**src/hw/rtl/hsc_pkg.sv**
```systemverilog
// ----------------------------------------------------------------------------
// hsc_pkg
// Shared types, constants and bit-level functions of the 13/8 SECDED codec.
// ----------------------------------------------------------------------------
package hsc_pkg;

  localparam int unsigned DATA_W   = 8;
  localparam int unsigned WORD_W   = 13;
  localparam int unsigned SYN_W    = 4;
  localparam logic [SYN_W-1:0] LAST_POS = 4'd12;

  localparam logic [SYN_W-1:0] DATA_POS [DATA_W] = '{
    4'd3, 4'd5, 4'd6, 4'd7, 4'd9, 4'd10, 4'd11, 4'd12
  };

  typedef enum logic {
    OP_ENCODE = 1'b0,
    OP_DECODE = 1'b1
  } op_t;

  typedef struct packed {
    op_t               op;
    logic [SYN_W-1:0]  syn;
    logic [WORD_W-1:0] cw;
    logic [WORD_W-1:0] enc;
  } s1_t;

  typedef struct packed {
    op_t               op;
    logic              syn_bad;
    logic              rx_par;
    logic [DATA_W-1:0] data;
    logic [WORD_W-1:0] enc;
  } s2_t;

  function automatic logic [SYN_W-1:0] syndrome13(input logic [WORD_W-1:0] w);
    logic [SYN_W-1:0] syn;
    syn = '0;
    for (int j = 1; j < WORD_W; j++) begin
      if (w[j]) begin
        syn = syn ^ SYN_W'(j);
      end
    end
    return syn;
  endfunction

  function automatic logic [WORD_W-1:0] encode13(input logic [DATA_W-1:0] d);
    logic [WORD_W-1:0] w;
    logic [SYN_W-1:0]  syn;
    w = '0;
    for (int i = 0; i < DATA_W; i++) begin
      w[DATA_POS[i]] = d[i];
    end
    syn  = syndrome13(w);
    w[1] = syn[0];
    w[2] = syn[1];
    w[4] = syn[2];
    w[8] = syn[3];
    w[0] = ^w[WORD_W-1:1];
    return w;
  endfunction

  function automatic logic [DATA_W-1:0] extract13(input logic [WORD_W-1:0] w);
    logic [DATA_W-1:0] d;
    for (int i = 0; i < DATA_W; i++) begin
      d[i] = w[DATA_POS[i]];
    end
    return d;
  endfunction

endpackage

```
**src/hw/rtl/hsc_stage1.sv**
```systemverilog
// ----------------------------------------------------------------------------
// hsc_stage1
// Input stage: encodes the data byte and computes the syndrome of the word.
// ----------------------------------------------------------------------------
module hsc_stage1 (
  input  logic                        clk,
  input  logic                        rst_n,
  input  logic                        valid_i,
  output logic                        ready_o,
  input  logic                        opcode_i,
  input  logic [hsc_pkg::DATA_W-1:0]  data_i,
  input  logic [hsc_pkg::WORD_W-1:0]  cw_i,
  output logic                        valid_o,
  input  logic                        ready_i,
  output hsc_pkg::s1_t                s1_o
);

  logic         valid_r;
  hsc_pkg::s1_t s1_r;
  hsc_pkg::s1_t s1_nxt;

  assign ready_o = !valid_r || ready_i;

  always_comb begin
    s1_nxt.op  = hsc_pkg::op_t'(opcode_i);
    s1_nxt.syn = hsc_pkg::syndrome13(cw_i);
    s1_nxt.cw  = cw_i;
    s1_nxt.enc = hsc_pkg::encode13(data_i);
  end

  always_ff @(posedge clk) begin
    if (!rst_n) begin
      valid_r <= 1'b0;
    end else if (ready_o) begin
      valid_r <= valid_i;
    end
  end

  always_ff @(posedge clk) begin
    if (ready_o && valid_i) begin
      s1_r <= s1_nxt;
    end
  end

  assign valid_o = valid_r;
  assign s1_o    = s1_r;

endmodule

```
**src/hw/rtl/hsc_stage2.sv**
```systemverilog
// ----------------------------------------------------------------------------
// hsc_stage2
// Correction stage: flips the bit named by the syndrome and extracts the data.
// ----------------------------------------------------------------------------
module hsc_stage2 (
  input  logic         clk,
  input  logic         rst_n,
  input  logic         valid_i,
  output logic         ready_o,
  input  hsc_pkg::s1_t s1_i,
  output logic         valid_o,
  input  logic         ready_i,
  output hsc_pkg::s2_t s2_o
);

  logic                       valid_r;
  hsc_pkg::s2_t               s2_r;
  hsc_pkg::s2_t               s2_nxt;
  logic [hsc_pkg::WORD_W-1:0] fixed;

  assign ready_o = !valid_r || ready_i;

  always_comb begin
    fixed = s1_i.cw;
    if ((s1_i.syn != '0) && (s1_i.syn <= hsc_pkg::LAST_POS)) begin
      fixed = s1_i.cw ^ (hsc_pkg::WORD_W'(1) << s1_i.syn);
    end
    s2_nxt.op      = s1_i.op;
    s2_nxt.syn_bad = s1_i.syn > hsc_pkg::LAST_POS;
    s2_nxt.rx_par  = fixed[0];
    s2_nxt.data    = hsc_pkg::extract13(fixed);
    s2_nxt.enc     = s1_i.enc;
  end

  always_ff @(posedge clk) begin
    if (!rst_n) begin
      valid_r <= 1'b0;
    end else if (ready_o) begin
      valid_r <= valid_i;
    end
  end

  always_ff @(posedge clk) begin
    if (ready_o && valid_i) begin
      s2_r <= s2_nxt;
    end
  end

  assign valid_o = valid_r;
  assign s2_o    = s2_r;

endmodule

```
**src/hw/rtl/hsc_stage3.sv**
```systemverilog
// ----------------------------------------------------------------------------
// hsc_stage3
// Output stage: re-encodes the corrected data, checks parity, forms results.
// ----------------------------------------------------------------------------
module hsc_stage3 (
  input  logic                        clk,
  input  logic                        rst_n,
  input  logic                        valid_i,
  output logic                        ready_o,
  input  hsc_pkg::s2_t                s2_i,
  output logic                        valid_o,
  input  logic                        ready_i,
  output logic [hsc_pkg::WORD_W-1:0]  encoded_word_o,
  output logic [hsc_pkg::DATA_W-1:0]  decoded_byte_o,
  output logic                        uncorrectable_o
);

  logic                       valid_r;
  logic [hsc_pkg::WORD_W-1:0] enc_r;
  logic [hsc_pkg::WORD_W-1:0] enc_nxt;
  logic [hsc_pkg::DATA_W-1:0] dec_r;
  logic [hsc_pkg::DATA_W-1:0] dec_nxt;
  logic                       unc_r;
  logic                       unc_nxt;
  logic [hsc_pkg::WORD_W-1:0] fresh;
  logic                       bad;

  assign ready_o = !valid_r || ready_i;

  always_comb begin
    fresh   = hsc_pkg::encode13(s2_i.data);
    bad     = s2_i.syn_bad || (fresh[0] != s2_i.rx_par);
    enc_nxt = '0;
    dec_nxt = '0;
    unc_nxt = 1'b0;
    unique case (s2_i.op)
      hsc_pkg::OP_ENCODE: begin
        enc_nxt = s2_i.enc;
      end
      hsc_pkg::OP_DECODE: begin
        unc_nxt = bad;
        dec_nxt = bad ? '0 : s2_i.data;
      end
      default: begin
        enc_nxt = '0;
      end
    endcase
  end

  always_ff @(posedge clk) begin
    if (!rst_n) begin
      valid_r <= 1'b0;
    end else if (ready_o) begin
      valid_r <= valid_i;
    end
  end

  always_ff @(posedge clk) begin
    if (ready_o && valid_i) begin
      enc_r <= enc_nxt;
      dec_r <= dec_nxt;
      unc_r <= unc_nxt;
    end
  end

  assign valid_o         = valid_r;
  assign encoded_word_o  = enc_r;
  assign decoded_byte_o  = dec_r;
  assign uncorrectable_o = unc_r;

endmodule

```
**src/hw/rtl/hamming_secded_codec_13_8.sv**
```systemverilog
// ----------------------------------------------------------------------------
// hamming_secded_codec_13_8
// Three-stage pipelined Hamming SECDED encoder and decoder, 8 data bits in a
// 13-bit word with overall parity in bit 0.
//
//   Channel  Direction  Handshake              Payload
//   in       input      in_valid / in_ready    opcode, data_byte, code_word
//   out      output     out_valid / out_ready  encoded_word, decoded_byte,
//                                              uncorrectable
//
// One transaction is accepted per cycle while in_ready is high, which drops
// under back-pressure; each result passes through the three pipeline registers.
// Reset clears the stage valid bits only; the pipeline is empty afterwards.
// A stalled output holds its stage, and each earlier stage stalls only once
// the stage after it is full, so bubbles are filled while waiting.
// ----------------------------------------------------------------------------
module hamming_secded_codec_13_8 (
  input  logic                        clk,
  input  logic                        rst_n,
  input  logic                        in_valid,
  output logic                        in_ready,
  input  logic                        in_opcode,
  input  logic [hsc_pkg::DATA_W-1:0]  in_data_byte,
  input  logic [hsc_pkg::WORD_W-1:0]  in_code_word,
  output logic                        out_valid,
  input  logic                        out_ready,
  output logic [hsc_pkg::WORD_W-1:0]  out_encoded_word,
  output logic [hsc_pkg::DATA_W-1:0]  out_decoded_byte,
  output logic                        out_uncorrectable
);

  logic         s1_valid;
  logic         s2_ready;
  hsc_pkg::s1_t s1;
  logic         s2_valid;
  logic         s3_ready;
  hsc_pkg::s2_t s2;

  hsc_stage1 u_stage1 (
    .clk      (clk),
    .rst_n    (rst_n),
    .valid_i  (in_valid),
    .ready_o  (in_ready),
    .opcode_i (in_opcode),
    .data_i   (in_data_byte),
    .cw_i     (in_code_word),
    .valid_o  (s1_valid),
    .ready_i  (s2_ready),
    .s1_o     (s1)
  );

  hsc_stage2 u_stage2 (
    .clk     (clk),
    .rst_n   (rst_n),
    .valid_i (s1_valid),
    .ready_o (s2_ready),
    .s1_i    (s1),
    .valid_o (s2_valid),
    .ready_i (s3_ready),
    .s2_o    (s2)
  );

  hsc_stage3 u_stage3 (
    .clk             (clk),
    .rst_n           (rst_n),
    .valid_i         (s2_valid),
    .ready_o         (s3_ready),
    .s2_i            (s2),
    .valid_o         (out_valid),
    .ready_i         (out_ready),
    .encoded_word_o  (out_encoded_word),
    .decoded_byte_o  (out_decoded_byte),
    .uncorrectable_o (out_uncorrectable)
  );

endmodule

```
**config.mk**
```make
export PLATFORM = sky130hd
export DESIGN_NAME = hamming_secded_codec_13_8
export DESIGN_NICKNAME = d
export VERILOG_FILES = /design/src/hw/rtl/hsc_pkg.sv /design/src/hw/rtl/hsc_stage1.sv /design/src/hw/rtl/hsc_stage2.sv /design/src/hw/rtl/hsc_stage3.sv /design/src/hw/rtl/hamming_secded_codec_13_8.sv
export SDC_FILE = /design/constraint.sdc
export NUM_CORES = 1
export LEC_CHECK = 0
export ABC_CLOCK_PERIOD_IN_PS = 2250
export BUFFER_PORTS_ARGS = -buffer_cell sky130_fd_sc_hd__buf_2
export CAP_MARGIN = 20
export CORE_MARGIN = 2
export CORE_UTILIZATION = 40
export CTS_BUF_LIST = sky130_fd_sc_hd__clkbuf_16
export DETAILED_ROUTE_END_ITERATION = 8
export PLACE_DENSITY = 0.7
export SLEW_MARGIN = 20
export SYNTH_ARGS = -nofsm -noshare
export SYNTH_HDL_FRONTEND = slang
export SYNTH_HIERARCHICAL = 1
export SYNTH_SLANG_ARGS = --single-unit
```
**constraint.sdc**
```tcl
create_clock -name clk -period 2.25 [get_ports clk]
set_input_delay 0.675 -clock clk [delete_from_list [all_inputs] [get_ports clk]]
set_output_delay 0.675 -clock clk [all_outputs]
set_load 0.005 [all_outputs]
```
==> results.toml <==
[clocking]
clk_pin_slew_ns = 0.05
cts-root-buf = "clkbuf_16"
cts_buffer_depth = 2
post_cts_buffers = 0
ctsHoldBuffers = 0
cts_resized = 0
worst_skew_pair.late_latency_ns = 0.32
cts-htree-levels = 3
clkSinkCount = 76
tritoncts = "built"
cts_buffers = 9

[final_layout]
diodes = 0
syn2layout_area_growth_pct = 21.4
nFillCells = 646
multiInputGateArea_um2 = 743
seq_area_mm2 = 0.00225
final_nets = 255
drive_gt1_frac = 0.299

[global_routing]
antenna_found_initial = 0
grt_max_degree = 28
grt_overflow = 0
grt_pass1_vias = 1425
grt_pass1_wl_um = 6610
grtUsageTotal = 0.104

[die]
dieArea_mm2 = 0.00827
rows = 31
core_mm2 = 0.00729
boundaryPins = 50
start_util = 0.414
dieWidth_um = 90.9
die_y_um = 90.9

[sta]
min_period_over_period = 0.914
timing.final.ws_setup_ns = 0.193
rsz0062_at_grt = "no"
worst_pin_slew_ns = 0.941
period_minus_slack_ns = 2.06
fmax_mhz = 486
setup_viol = 0
max-slew-margin-rel = 0.373
tns_ns = 0
final_hold_viol_count = 0
drv_slew = 0
skew_ns = 0.00389
fin_hold_ws_ns = 0.417

[routing]
vias = 1426
wl_per_cell_um = 11.2
viasPerCell = 4.28
ant_nets = 0
firstDrtPassIters = 4
drtIter0Drc = 62
drt_wl_total_um = 3740
drc = 0

[job]
cap_violations = 0

[run_status]
status = "finished, final reports clean"

[worst_setup_path]
setup.worst_path.start_class = "primary input"
reg2reg_depth = 3
critPathLaunch = "out_ready"
cp_max_fo = 3
cp.required_ns = 1.57
reg2reg_to = "u_stage2/s2_o[3]"
r2r_slack_ns = 0.58
critical_path_arrival_ns = 1.38
crit_type = "primary input to primary output"
cp-end-kind = "primary output"
r2r_start = "u_stage3/valid_o"

[min_path]
hold_class = "flip-flop to flip-flop"
hold_end = "u_stage2/s2_o[10]"
hold_depth = 0
hold_start = "u_stage1/s1_o[10]"

[pwr]
p_leak_nw = 1.38
power_density_mw_per_mm2 = 891
vdd_ir_drop_max_mv = 0.369

[yosys]
synth_area_per_cell_um2 = 17.7
synthCells = 171
synth_fp_nets = 197
netlist_area_mm2 = 0.00302
yosys_warnings = 6

[placed_design]
post-place-ws_ns = 0.0842
io_buffers = 49
hpwl_um = 2730
place_congestion = 0.711
## metrics by stage
step / power, mW / utilization / instances / cell area (um2)
finish: 3.27 / 0.503 / 333 / 3670
detailed placement: 2.04 / 0.465 / 317 / 3390
global placement: 2.02 / 0.465 / 317 / 3390
CTS: 3.31 / 0.503 / 333 / 3670
global route: 3.42 / 0.503 / 333 / 3670
floorplan: 1.94 / - / 171 / 3020
## registers in the layout, indices dropped and copies added, names as in the netlist
register	cells
u_stage1/s1_o	27
u_stage2/s2_o	24
u_stage3/encoded_word_o	13
u_stage3/decoded_byte_o	8
u_stage1/valid_o	1
u_stage2/valid_o	1
u_stage3/uncorrectable_o	1
u_stage3/valid_o	1
## placed cells by master (no fill, tap or decap), drive strengths merged, types with 4 or more instances in the layout
master	count
edfxtp	73
buf	51
xnor2	24
nor2b	13
xor2	12
clkbuf	9
nand2	8
nor3	8
and4bb	6
clkinvlp	4
xnor3	4
inv	4
## worst max-delay path by stage
stage,endpoint,slack (ns),depth (start not counted)
finish,in_ready,0.19,5
CTS,in_ready,0.19,5
global route,in_ready,0.12,5
global placement,u_stage2/s2_o[7],0.11,4
detailed placement,u_stage2/s2_o[5],0.08,4
floorplan,u_stage1/s1_o[0],0.13,4
## critical path, stage by stage
cell,delay (ns)
buf_2,0.09
nand2b_1,0.15
nand2b_1,0.17
nand2b_1,0.17
buf_2,0.13
## where the power goes
part	internal [mW]	switching (mW)	total, mW
clock	0.748	0.522	1.27
combinational	0.150	0.127	0.277
sequential	1.67	0.0512	1.72
## layout make-up
class	instances	share of cell area
inverter	3	0.00307
multi-input combinational	88	0.203
tap	99	0.0338
timing repair buffer	51	0.0709
clock buffer	9	0.0614
sequential	76	0.614
clock inverter	7	0.0143
## metal layers
layer | GRT usage | routed length [um] | up-vias
li1 | - | - | 736
met1 | 0.125 | 1710 | 646
met2 | 0.157 | 1740 | 38
met3 | 0.0417 | 228 | 6
met4 | 0.0606 | 68 | 0
met5 | 0 | 0 | -
No activity file was read; power rests on OpenSTA's default activity.
